$ cat config.mk
export PLATFORM = sky130hd
export DESIGN_NAME = cgm_queue
export DESIGN_NICKNAME = d
export VERILOG_FILES = /design/src/design/cgm_pkg.sv /design/src/design/cgm_queue.sv
export SDC_FILE = /design/constraint.sdc
export NUM_CORES = 1
export LEC_CHECK = 0
export BUFFER_PORTS_ARGS = -buffer_cell sky130_fd_sc_hd__buf_2
export CAP_MARGIN = 40
export CORE_MARGIN = 2
export CORE_UTILIZATION = 40
export CTS_CLUSTER_DIAMETER = 50
export DETAILED_ROUTE_END_ITERATION = 7
export PLACE_DENSITY = 0.66
export SETUP_SLACK_MARGIN = 0.4
export SYNTH_ARGS = -nofsm -noshare
export SYNTH_HDL_FRONTEND = slang
export SYNTH_SLANG_ARGS = --single-unit
$ cat constraint.sdc
create_clock -name clk -period 8.4 [get_ports clk]
set_input_delay 0.84 -clock clk [delete_from_list [all_inputs] [get_ports clk]]
set_output_delay 0.84 -clock clk [all_outputs]
set_load 0.02 [all_outputs]
$ cat src/design/cgm_pkg.sv
// Shared types and constants for the colour gradient mapper.
// No dependencies; every design file but cgm_if and cgm_ram uses this package.
`default_nettype none
package cgm_pkg;

	localparam int POS_W     = 16;
	localparam int RGB_W     = 24;
	localparam int LEV_W     = 12;
	localparam int LEN_W     = 17;
	localparam int DIV_NUM_W = 54;
	localparam int DIV_DEN_W = 26;
	localparam int DIV_Q_W   = 28;
	localparam int CH_W      = 28;
	localparam int SUM_W     = 51;
	localparam int NORM_W    = 26;
	localparam int MAG_W     = 26;
	localparam int SQRT_STEPS = 26;

	localparam logic [18:0] MAG_K = 19'd452384;
	localparam logic [DIV_Q_W-1:0] CH_SAT = 28'd16711680;

	typedef enum logic [1:0] {
		CMD_COLOR  = 2'd0,
		CMD_BRIGHT = 2'd1,
		CMD_MAP    = 2'd2,
		CMD_NONE   = 2'd3
	} cmd_t;

	typedef enum logic [1:0] {
		F_IDLE,
		F_SCAN,
		F_DRAIN,
		F_PUSH
	} front_state_t;

	typedef enum logic [3:0] {
		B_IDLE,
		B_LMUL,
		B_LDIV,
		B_LWAIT,
		B_MAG0,
		B_MAG1,
		B_MAG2,
		B_SQ,
		B_SQRT,
		B_CMUL,
		B_CDIV,
		B_CWAIT,
		B_DONE
	} back_state_t;

	// One map job as handed from the front to the back.
	typedef struct packed {
		logic [LEN_W-1:0] passed_c;
		logic [LEN_W-1:0] len_c;
		logic [RGB_W-1:0] rgb_a;
		logic [RGB_W-1:0] rgb_b;
		logic [LEN_W-1:0] passed_b;
		logic [LEN_W-1:0] len_b;
		logic [LEV_W-1:0] lev_a;
		logic [LEV_W-1:0] lev_b;
		logic [15:0]      gain;
	} job_t;

	typedef struct packed {
		logic push;
		logic full;
	} qctl_t;

endpackage
`default_nettype wire

$ cat src/design/cgm_queue.sv
// Two-entry job queue between the front end and the back end.
// Uses cgm_pkg.
`default_nettype none
module cgm_queue (
	input  logic           clk,
	input  logic           arst_n,
	input  cgm_pkg::qctl_t qctl_push,
	input  cgm_pkg::job_t  wr_job,
	input  logic           pop,
	output logic           full,
	output logic           empty,
	output cgm_pkg::job_t  rd_job
);
	import cgm_pkg::*;

	job_t       e_q [2];
	logic       wp_q, rp_q;
	logic [1:0] cnt_q;
	logic       push;

	assign push  = qctl_push.push;
	assign full  = (cnt_q == 2'd2);
	assign empty = (cnt_q == 2'd0);
	assign rd_job = e_q[rp_q];

	always_ff @(posedge clk or negedge arst_n) begin
		if (!arst_n) begin
			wp_q  <= 1'b0;
			rp_q  <= 1'b0;
			cnt_q <= 2'd0;
		end else begin
			if (push) wp_q <= ~wp_q;
			if (pop) rp_q <= ~rp_q;
			if (push && !pop) cnt_q <= cnt_q + 2'd1;
			else if (pop && !push) cnt_q <= cnt_q - 2'd1;
		end
	end

	always_ff @(posedge clk) begin
		if (push) e_q[wp_q] <= wr_job;
	end

	a_no_overflow: assert property (@(posedge clk) disable iff (!arst_n)
		push |-> !full) else $error("job pushed into a full queue");
	a_no_underflow: assert property (@(posedge clk) disable iff (!arst_n)
		pop |-> !empty) else $error("job popped from an empty queue");
endmodule
`default_nettype wire

* Word level (Yosys, flattened, before mapping)
Memory sizes are Yosys's and may differ from the RTL's.
Cells that the tools add are included.
** Operators by class
- $add $sub $neg :: 2
- Equality and inequality tests :: 1
- Muxes and demuxes :: 4
- Bitwise logic cells :: 2
- Reduce and logical (&&, ||, !) cells :: 6
** Operators with widths (count)
- 2-to-1 mux 2 bit :: 2
- adder 2 x 1 -> 2 bit, second input constant :: 1
- equality test 2 bit, second input constant :: 1
- logical AND 1 bit :: 2
- zero test 1 bit :: 2
- zero test 2 bit :: 1
- 2-to-1 mux 1 bit :: 2
- NOT 1 bit :: 2
- nonzero test 2 bit :: 1
- subtractor 2 x 1 -> 2 bit, second input constant :: 1
** Word-level totals
- Bits in registers :: 4
- Bits in writable memories :: 312
- Input bits :: 161
- Output and inout port bits :: 158
- Memories kept :: 1
** Memories
- e_q :: words 2, bits a word 156, read ports 1, clocked after memory_dff 0, wr ports 1, RTL line cgm_queue.sv:16 : job_t e_q [2];

* Logic depth before layout (Yosys ltp)
Gate-level depths: netlist of run 1.
- Word-level depth :: 4
- Mapped depth :: 5

* Worst setup path after synthesis of run 1
No wires, ideal clock.
- Path type :: input to register
- From :: input port qctl_push[1] in the netlist's numbering
- To :: memory e_q[0][0] in the netlist's numbering, enable pin
- Data arrival time :: 7.584 ns
- Required time :: 7.708 ns
- Slack :: 0.123 ns
- Cell stages on the path :: 1
- Buffers on the path :: 0
- Cells stage by stage :: nor2b_1
** On the way
- Cells in the longest elaborated chain, start to end :: 2
** Ends and longest elaborated chain
- start: declaration :: RTL line cgm_queue.sv:7 : input cgm_pkg::qctl_t qctl_push,
- 2-to-1 mux 1 bit :: RTL line cgm_queue.sv:40 : if (push) e_q[wp_q] <= wr_job;
- 2-to-1 mux 1 bit (implied by the code) :: RTL line cgm_queue.sv:40
- end: declaration :: RTL line cgm_queue.sv:16
Every way passes these cells.

==> flow_summary.yaml, run 1 <==
synth:
  avgSynthCellArea_um2: 22.92
  yosys_warnings: 0
  synth_most_common_cell: "edfxtp_1"
  synthTopCellsByArea: "edfxtp_1 (82%), mux2_2 (15%), buf_6 (1.3%)"
  synth_top_area_share_pct: 81.59
  ys.flop_type: "edfxtp_1"
  synth_area_leader_cell: "edfxtp_1"
  ys_top_cells_by_count: "edfxtp_1 (312), mux2_2 (156), buf_6 (13)"
  synth.distinct_cells: 13
  postSynthCellCount: 501
  synth_area_um2: 11480
  ys_seq_area_share_pct: 82.46
  ys_ff_latch: 316
  async_flop_share_pct: 1.266
  synth_edf_count: 312
  synth_nets: 663
worst_setup_path:
  critPathCaptureType: "output port"
  start_kind: "register"
  path_class: "register to output port"
  r2r_slack_ps: 6160
  arrival_ps: 2580
  cp_max_fo: 49
  critPathMaxStageDelay_ps: 760
  startpoint: "rp_q$_DFFE_PN0P_"
  crit_family: "buffers and inverters"
  r2r-start: "wp_q$_DFFE_PN0P_"
  cp_slowest_cell: "dfrtp_4"
  cp_cell_sequence: "buf_4, buf_16, mux2_2, buf_2"
  critPathBufInv: 3
  critPathRequiredTime_ps: 7560
die:
  num_rows: 62
  initial_utilization_pct: 40.34
  die_h_um: 173.4
  core-area_um2: 28470
  fp.dieW_um: 173.4
  io_pins: 319
  die-area_um2: 30080
timing:
  post-route-period-util_pct: 40.69
  setup_viol: 0
  relSlewSlack_pct: 51.67
  worstMarginPinSlew_ps: 725.0
  fin_skew_ps: 11.80
  rsz0062_at_grt: "no"
  finalHoldViolations: 0
  tns_ps: 0
  min_period_ps: 3418
  finalMaxSlewViolations: 0
  fmax_ghz: 0.2926
global_routing:
  grt_remaining_overflow: 0
  grt_max_degree: 54
  grt_first_pass_wirelength_um: 33180
  grt_pass1_vias: 6012
  grt_usage_pct: 14.19
  antenna_found_initial: 5
placement:
  io_buffers: 317
  place.gp.congestion: 0.7100
  place_area_um2: 13510
  dpl.hpwl_um: 14530
flow_run:
  drv_cap: 0
clocking:
  ctsHtreeMaxLevel: 2
  clockBufferDepth: 3
  cts.sinks: 316
  clk_pin_slew_ps: 60
  root_buffer: "clkbuf_16"
  cts_tree: "done"
  cts-resized-gates: 0
  post-cts-setup-buffer-count: 0
  clk_latency_ps: 500
  numCtsBuffers: 36
  cts_hold_buf: 0
finish:
  stdcell_area_um2: 14680
  area_growth_pct: 27.82
  fin_nets: 1011
  drive_gt1_share_pct: 61.95
detailed_routing:
  drt_iter0_markers: 316
  detail-route-antenna-nets: 0
  remaining_drc_errors: 0
  dr.pass1.iters: 4
  routedWlPerCell_um: 17.54
  avgViaCountPerCell: 4.653
  drt-total-wl_um: 22080
  via_count: 5858
power_and_ir_drop:
  p_leak_nw: 5.504
  power.density_nw_per_um2: 359.4
  max-vdd-ir-drop_mv: 0.2409
outcome:
  outcome: "finished, final reports clean"
worst_hold_path:
  min_path_type: "primary input to async pin"
[flip-flops by register name, summed over array words and instances (netlist names)]
| register | count |
|---|---|
| rp_q | 1 |
| wp_q | 1 |
| cnt_q | 2 |
| e_q | 312 |
[cells in the final DEF, fill, tap and decap left out, drive strengths merged, types with 3 or more instances in the layout]
cell and instances:
buf 327, edfxtp 312, mux2 156, clkbuf 43, diode 5, inv 5, clkinv 5, xor2 4
clkinvlp 4, dfrtp 4, bufinv 3
[final timing paths]
check / end / cells after the start
max reg2reg: e_q[0][147]$_DFFE_PP_ / 4
min in group clk: cnt_q[1]$_DFFE_PN0P_ / 1
min reg2reg: cnt_q[1]$_DFFE_PN0P_ / 1
min: cnt_q[1]$_DFFE_PN0P_ / 1
max in group asynchronous: rp_q$_DFFE_PN0P_ / 1
max: rd_job[147] / 4
[power by group]
group / leakage [nW] / internal [W] / switching, W
sequential: 2.97 / 0.00209 / 0.0000977
combinational: 1.98 / 0.000621 / 0.000961
clock: 0.553 / 0.000917 / 0.000587
[worst reg2reg max path, cell delays in order (launching register included)]
cell and delay, ps:
dfrtp_1 420, nor2b_4 130, buf_4 500, buf_4 540, buf_12 300
[final cells by class]
type / count / area [um^2]
antenna: 5 / 12.51
clock buffer: 43 / 968.4
clock inverter: 16 / 183.9
fill: 2407 / 13790
inverter: 1 / 3.754
multi-input combinational: 167 / 1849
sequential: 316 / 9473
tap: 384 / 480.5
timing repair buffer: 327 / 1707
[cell families (layout without fill, tap and decap cells)]
logic type / after synthesis / count (layout) / synth area share (%)
DFF: 316 / 316 / 82.46
muxes: 156 / 156 / 15.30
buffers and inverters: 18 / 387 / 1.525
xor gates and xnor gates: 5 / 5 / 0.3813
and+or+nand+nor: 5 / 5 / 0.2288
adders and majority gates: 1 / 1 / 0.1089
other: 0 / 5 / 0
[per-layer routing]
metal	GRT usage [%]	part of all wire [%]
met1	16.58	39
met2	23.95	50
met3	5.417	9.0
met4	5.049	2.3
met5	0	0
[metrics by stage]
step / worst slack (ps) / total power (W) / util [%] / cells / hold slack [ps]
global route: 4832 / 0.005510 / 51.54 / 1257 / 133.3
CTS: 4881 / 0.005356 / 51.51 / 1254 / 133.0
finish: 4982 / 0.005276 / 51.56 / 1259 / 152.1
floorplan: 3057 / 0.003371 / - / 501 / 456.3
global placement: 5263 / 0.003793 / 47.23 / 1192 / 477.4
detailed placement: 5427 / 0.003834 / 47.46 / 1195 / 498.0
(Power assumes the default switching activity.)
==> run 2: changes to the inputs <==
Settings changed: ABC_AREA set to 1, PLACE_DENSITY 0.66 to not set.
Clock period 8.4 ns to 3.53 ns, I/O delays scaled along.
==> run 2 against run 1 <==
Compared with the run above: utilization up 0.13 points; synthesized cell count increased by 1.8%; worst setup slack got worse by 4100 ps; total power increased by 140%; combinational power is 140% higher; via count increased by 0.38%; cell count rose by 1.1%; hold slack got worse by 120 ps; sequential cell count unchanged; sequential power increased by 140%.
==> flow_summary.yaml, run 2 <==
finish:
  largest-register: "e_q"
  fin_nets: 1021
  mostFrequentLayoutCells: "buf_2 (317), edfxtp_1 (312), mux2_2 (156)"
  largestRegisters: "e_q: 312 flops, cnt_q: 2 flops"
  largest_reg_flops: 312
  layout_commonest_cell: "buf_2"
  area_growth_pct: 28.26
  utilization_pct: 51.68
  drive_gt1_share_pct: 60.79
  fillers: 2448
detailed_routing:
  wl_met1_um: 8768
  detail-route-antenna-nets: 0
  drt-total-wl_um: 22480
  via_count: 5880
  dr.pass1.iters: 4
  remaining_drc_errors: 0
  dr_wl_met2_um: 11060
  avgViaCountPerCell: 4.619
  drt_iter0_markers: 333
  highest_layer: "met4"
  routedWlPerCell_um: 17.66
  met3WireLength_um: 1978
clocking:
  clk_latency_ps: 510
  root_buffer: "clkbuf_16"
  cts.sinks: 316
  ctsHtreeMaxLevel: 2
  numCtsBuffers: 36
  clk_pin_slew_ps: 60
  cts_tree: "done"
  clockBufferDepth: 3
synth:
  synthXorXnorAreaFrac_pct: 0.2284
  synth_edf_count: 312
  synth_area_leader_cell: "edfxtp_1"
  synthTopCellsByArea: "edfxtp_1 (81%), mux2_2 (15%), buf_6 (1.3%)"
  synth-adder-area-share_pct: 0.1088
  synth_most_common_cell: "edfxtp_1"
  synth.distinct_cells: 14
  synth_area_um2: 11500
  ys.flop_type: "edfxtp_1"
  ys_ff_latch: 316
  yosys.area_share.simple_pct: 0.3589
  postSynthCellCount: 510
  synth_top_area_share_pct: 81.44
  avgSynthCellArea_um2: 22.56
  synth-compound-area-share_pct: 0
  ys_seq_area_share_pct: 82.31
  ys_top_cells_by_count: "edfxtp_1 (312), mux2_2 (156), buf_6 (13)"
  synth_nets: 672
  synth_top_family_by_area: "multiplexers"
  synthMuxAreaShare_pct: 15.27
  async_flop_share_pct: 1.266
  yosys_warnings: 0
worst_setup_path:
  crit_end: "rd_job[12]"
  start_kind: "register"
  crit_family: "flip-flops"
  r2r-end: "e_q[0][116]$_DFFE_PP_"
  arrival_ps: 2310
  cp_cell_sequence: "buf_12, mux2_2, buf_2"
  r2r_slack_ps: 2000
  startpoint: "rp_q$_DFFE_PN0P_"
  critPathBufInv: 2
  r2r.worst_path.cells: 3
  critPathRequiredTime_ps: 3180
  critPathCaptureType: "output port"
  critPathMaxStageDelay_ps: 740
  path_class: "register to output port"
  r2r-start: "wp_q$_DFFE_PN0P_"
  cp_max_fo: 75
  cp_slowest_cell: "dfrtp_4"
  cp.depth: 3
timing:
  rsz0062_at_grt: "no"
  fmax_ghz: 0.3761
  tns_ps: 0
  timing.final.ws_setup_ps: 871.3
  setup_viol: 0
  fin_skew_ps: 15.42
  finalMaxSlewViolations: 0
  worstMarginPinSlew_ps: 551.4
  post-route-period-util_pct: 75.32
  relSlewSlack_pct: 63.24
  holdWs_ps: 30.44
  min_period_ps: 2659
  finalHoldViolations: 0
global_routing:
  grt_usage_pct: 14.66
  grt_remaining_overflow: 0
  grt_pass1_vias: 6170
  grt_first_pass_wirelength_um: 34350
  antenna_found_initial: 3
  grt_max_degree: 94
flow_run:
  drv_cap: 0
worst_hold_path:
  holdPathStages: 1
  min_path_type: "primary input to register"
die:
  fp.dieW_um: 173.6
  num_rows: 62
  initial_utilization_pct: 40.30
  core-area_um2: 28550
  die_h_um: 173.6
  io_pins: 319
  die-area_um2: 30130
placement:
  io_buffers: 317
  place.gp.congestion: 0.7039
  dpl.hpwl_um: 14420
  place_ws_ps: 1356
outcome:
  outcome: "finished, final reports clean"
power_and_ir_drop:
  power.density_nw_per_um2: 852.2
  max-vdd-ir-drop_mv: 0.4892
  p_total_w: 0.01257
  p_leak_nw: 5.545
[run 2: cell count changes after synthesis]
cell     change
nand2_1      +5
nand3_1      +1
inv_1        +6
nor2_1       +1
and2_1       -1
xor2_1       -2
nand4_1      +1
nor2b_1      -2
[run 2: what timing repair did]
| item | in CTS | in global routing |
|---|---|---|
| setup endpoints to repair | 0 | 0 |
| gates resized for setup | 0 | 0 |
| buffers inserted | 0 | 0 |
| hold endpoints to repair | 4 | 0 |
| hold buffers | 1 | 0 |
[run 2: report_power, final]
group	total, W	internal [W]	switching [W]
sequential	0.00519	0.00497	0.000220
clock	0.00355	0.00215	0.00140
combinational	0.00383	0.00151	0.00232
[run 2: cell type report]
type	instances	area [um^2]	area share (%)
clock buffer	44	952.2	6.454
antenna	4	10.01	0.06784
clock inverter	20	192.7	1.306
multi-input combinational	170	1847	12.52
inverter	7	30.03	0.2035
timing repair buffer	328	1769	11.99
sequential	316	9473	64.20
tap	384	480.5	3.256
[run 2: cells by family (layout without fill, tap and decap cells)]
kind of cell  Yosys count  count (layout)
flops                 316             316
mux                   156             156
buf+inv                24             399
simple gates           10              10
xor+xnor                3               3
fa+ha+maj               1               1
other cells             0               4
[run 2: per-stage QoR]
| stage | cell area, um^2 | cells |
|---|---|---|
| after floorplan | 11520 | 510 |
| after detailed placement | 13590 | 1204 |
| final | 14750 | 1273 |
| after global placement | 13510 | 1201 |
| after global routing | 14750 | 1272 |
| after CTS | 14740 | 1269 |
[run 2: worst min path at each step]
stage                     startpoint                   end  slack (ps)
after floorplan               arst_n  cnt_q[0]$_DFFE_PN0P_          60
after global placement        arst_n  cnt_q[1]$_DFFE_PN0P_         170
after detailed placement      arst_n  cnt_q[0]$_DFFE_PN0P_         170
after CTS                 wr_job[57]  e_q[0][57]$_DFFE_PP_           4
after global routing      wr_job[57]  e_q[0][57]$_DFFE_PP_           8
final                     wr_job[44]  e_q[1][44]$_DFFE_PP_          30
[run 2: routing by layer]
layer | vias to the layer above | global-route usage (%)
met1 | 2878 | 17.25
li1 | 2739 | -
met4 | 0 | 6.092
met2 | 218 | 24.38
met3 | 45 | 5.417
met5 | - | 0
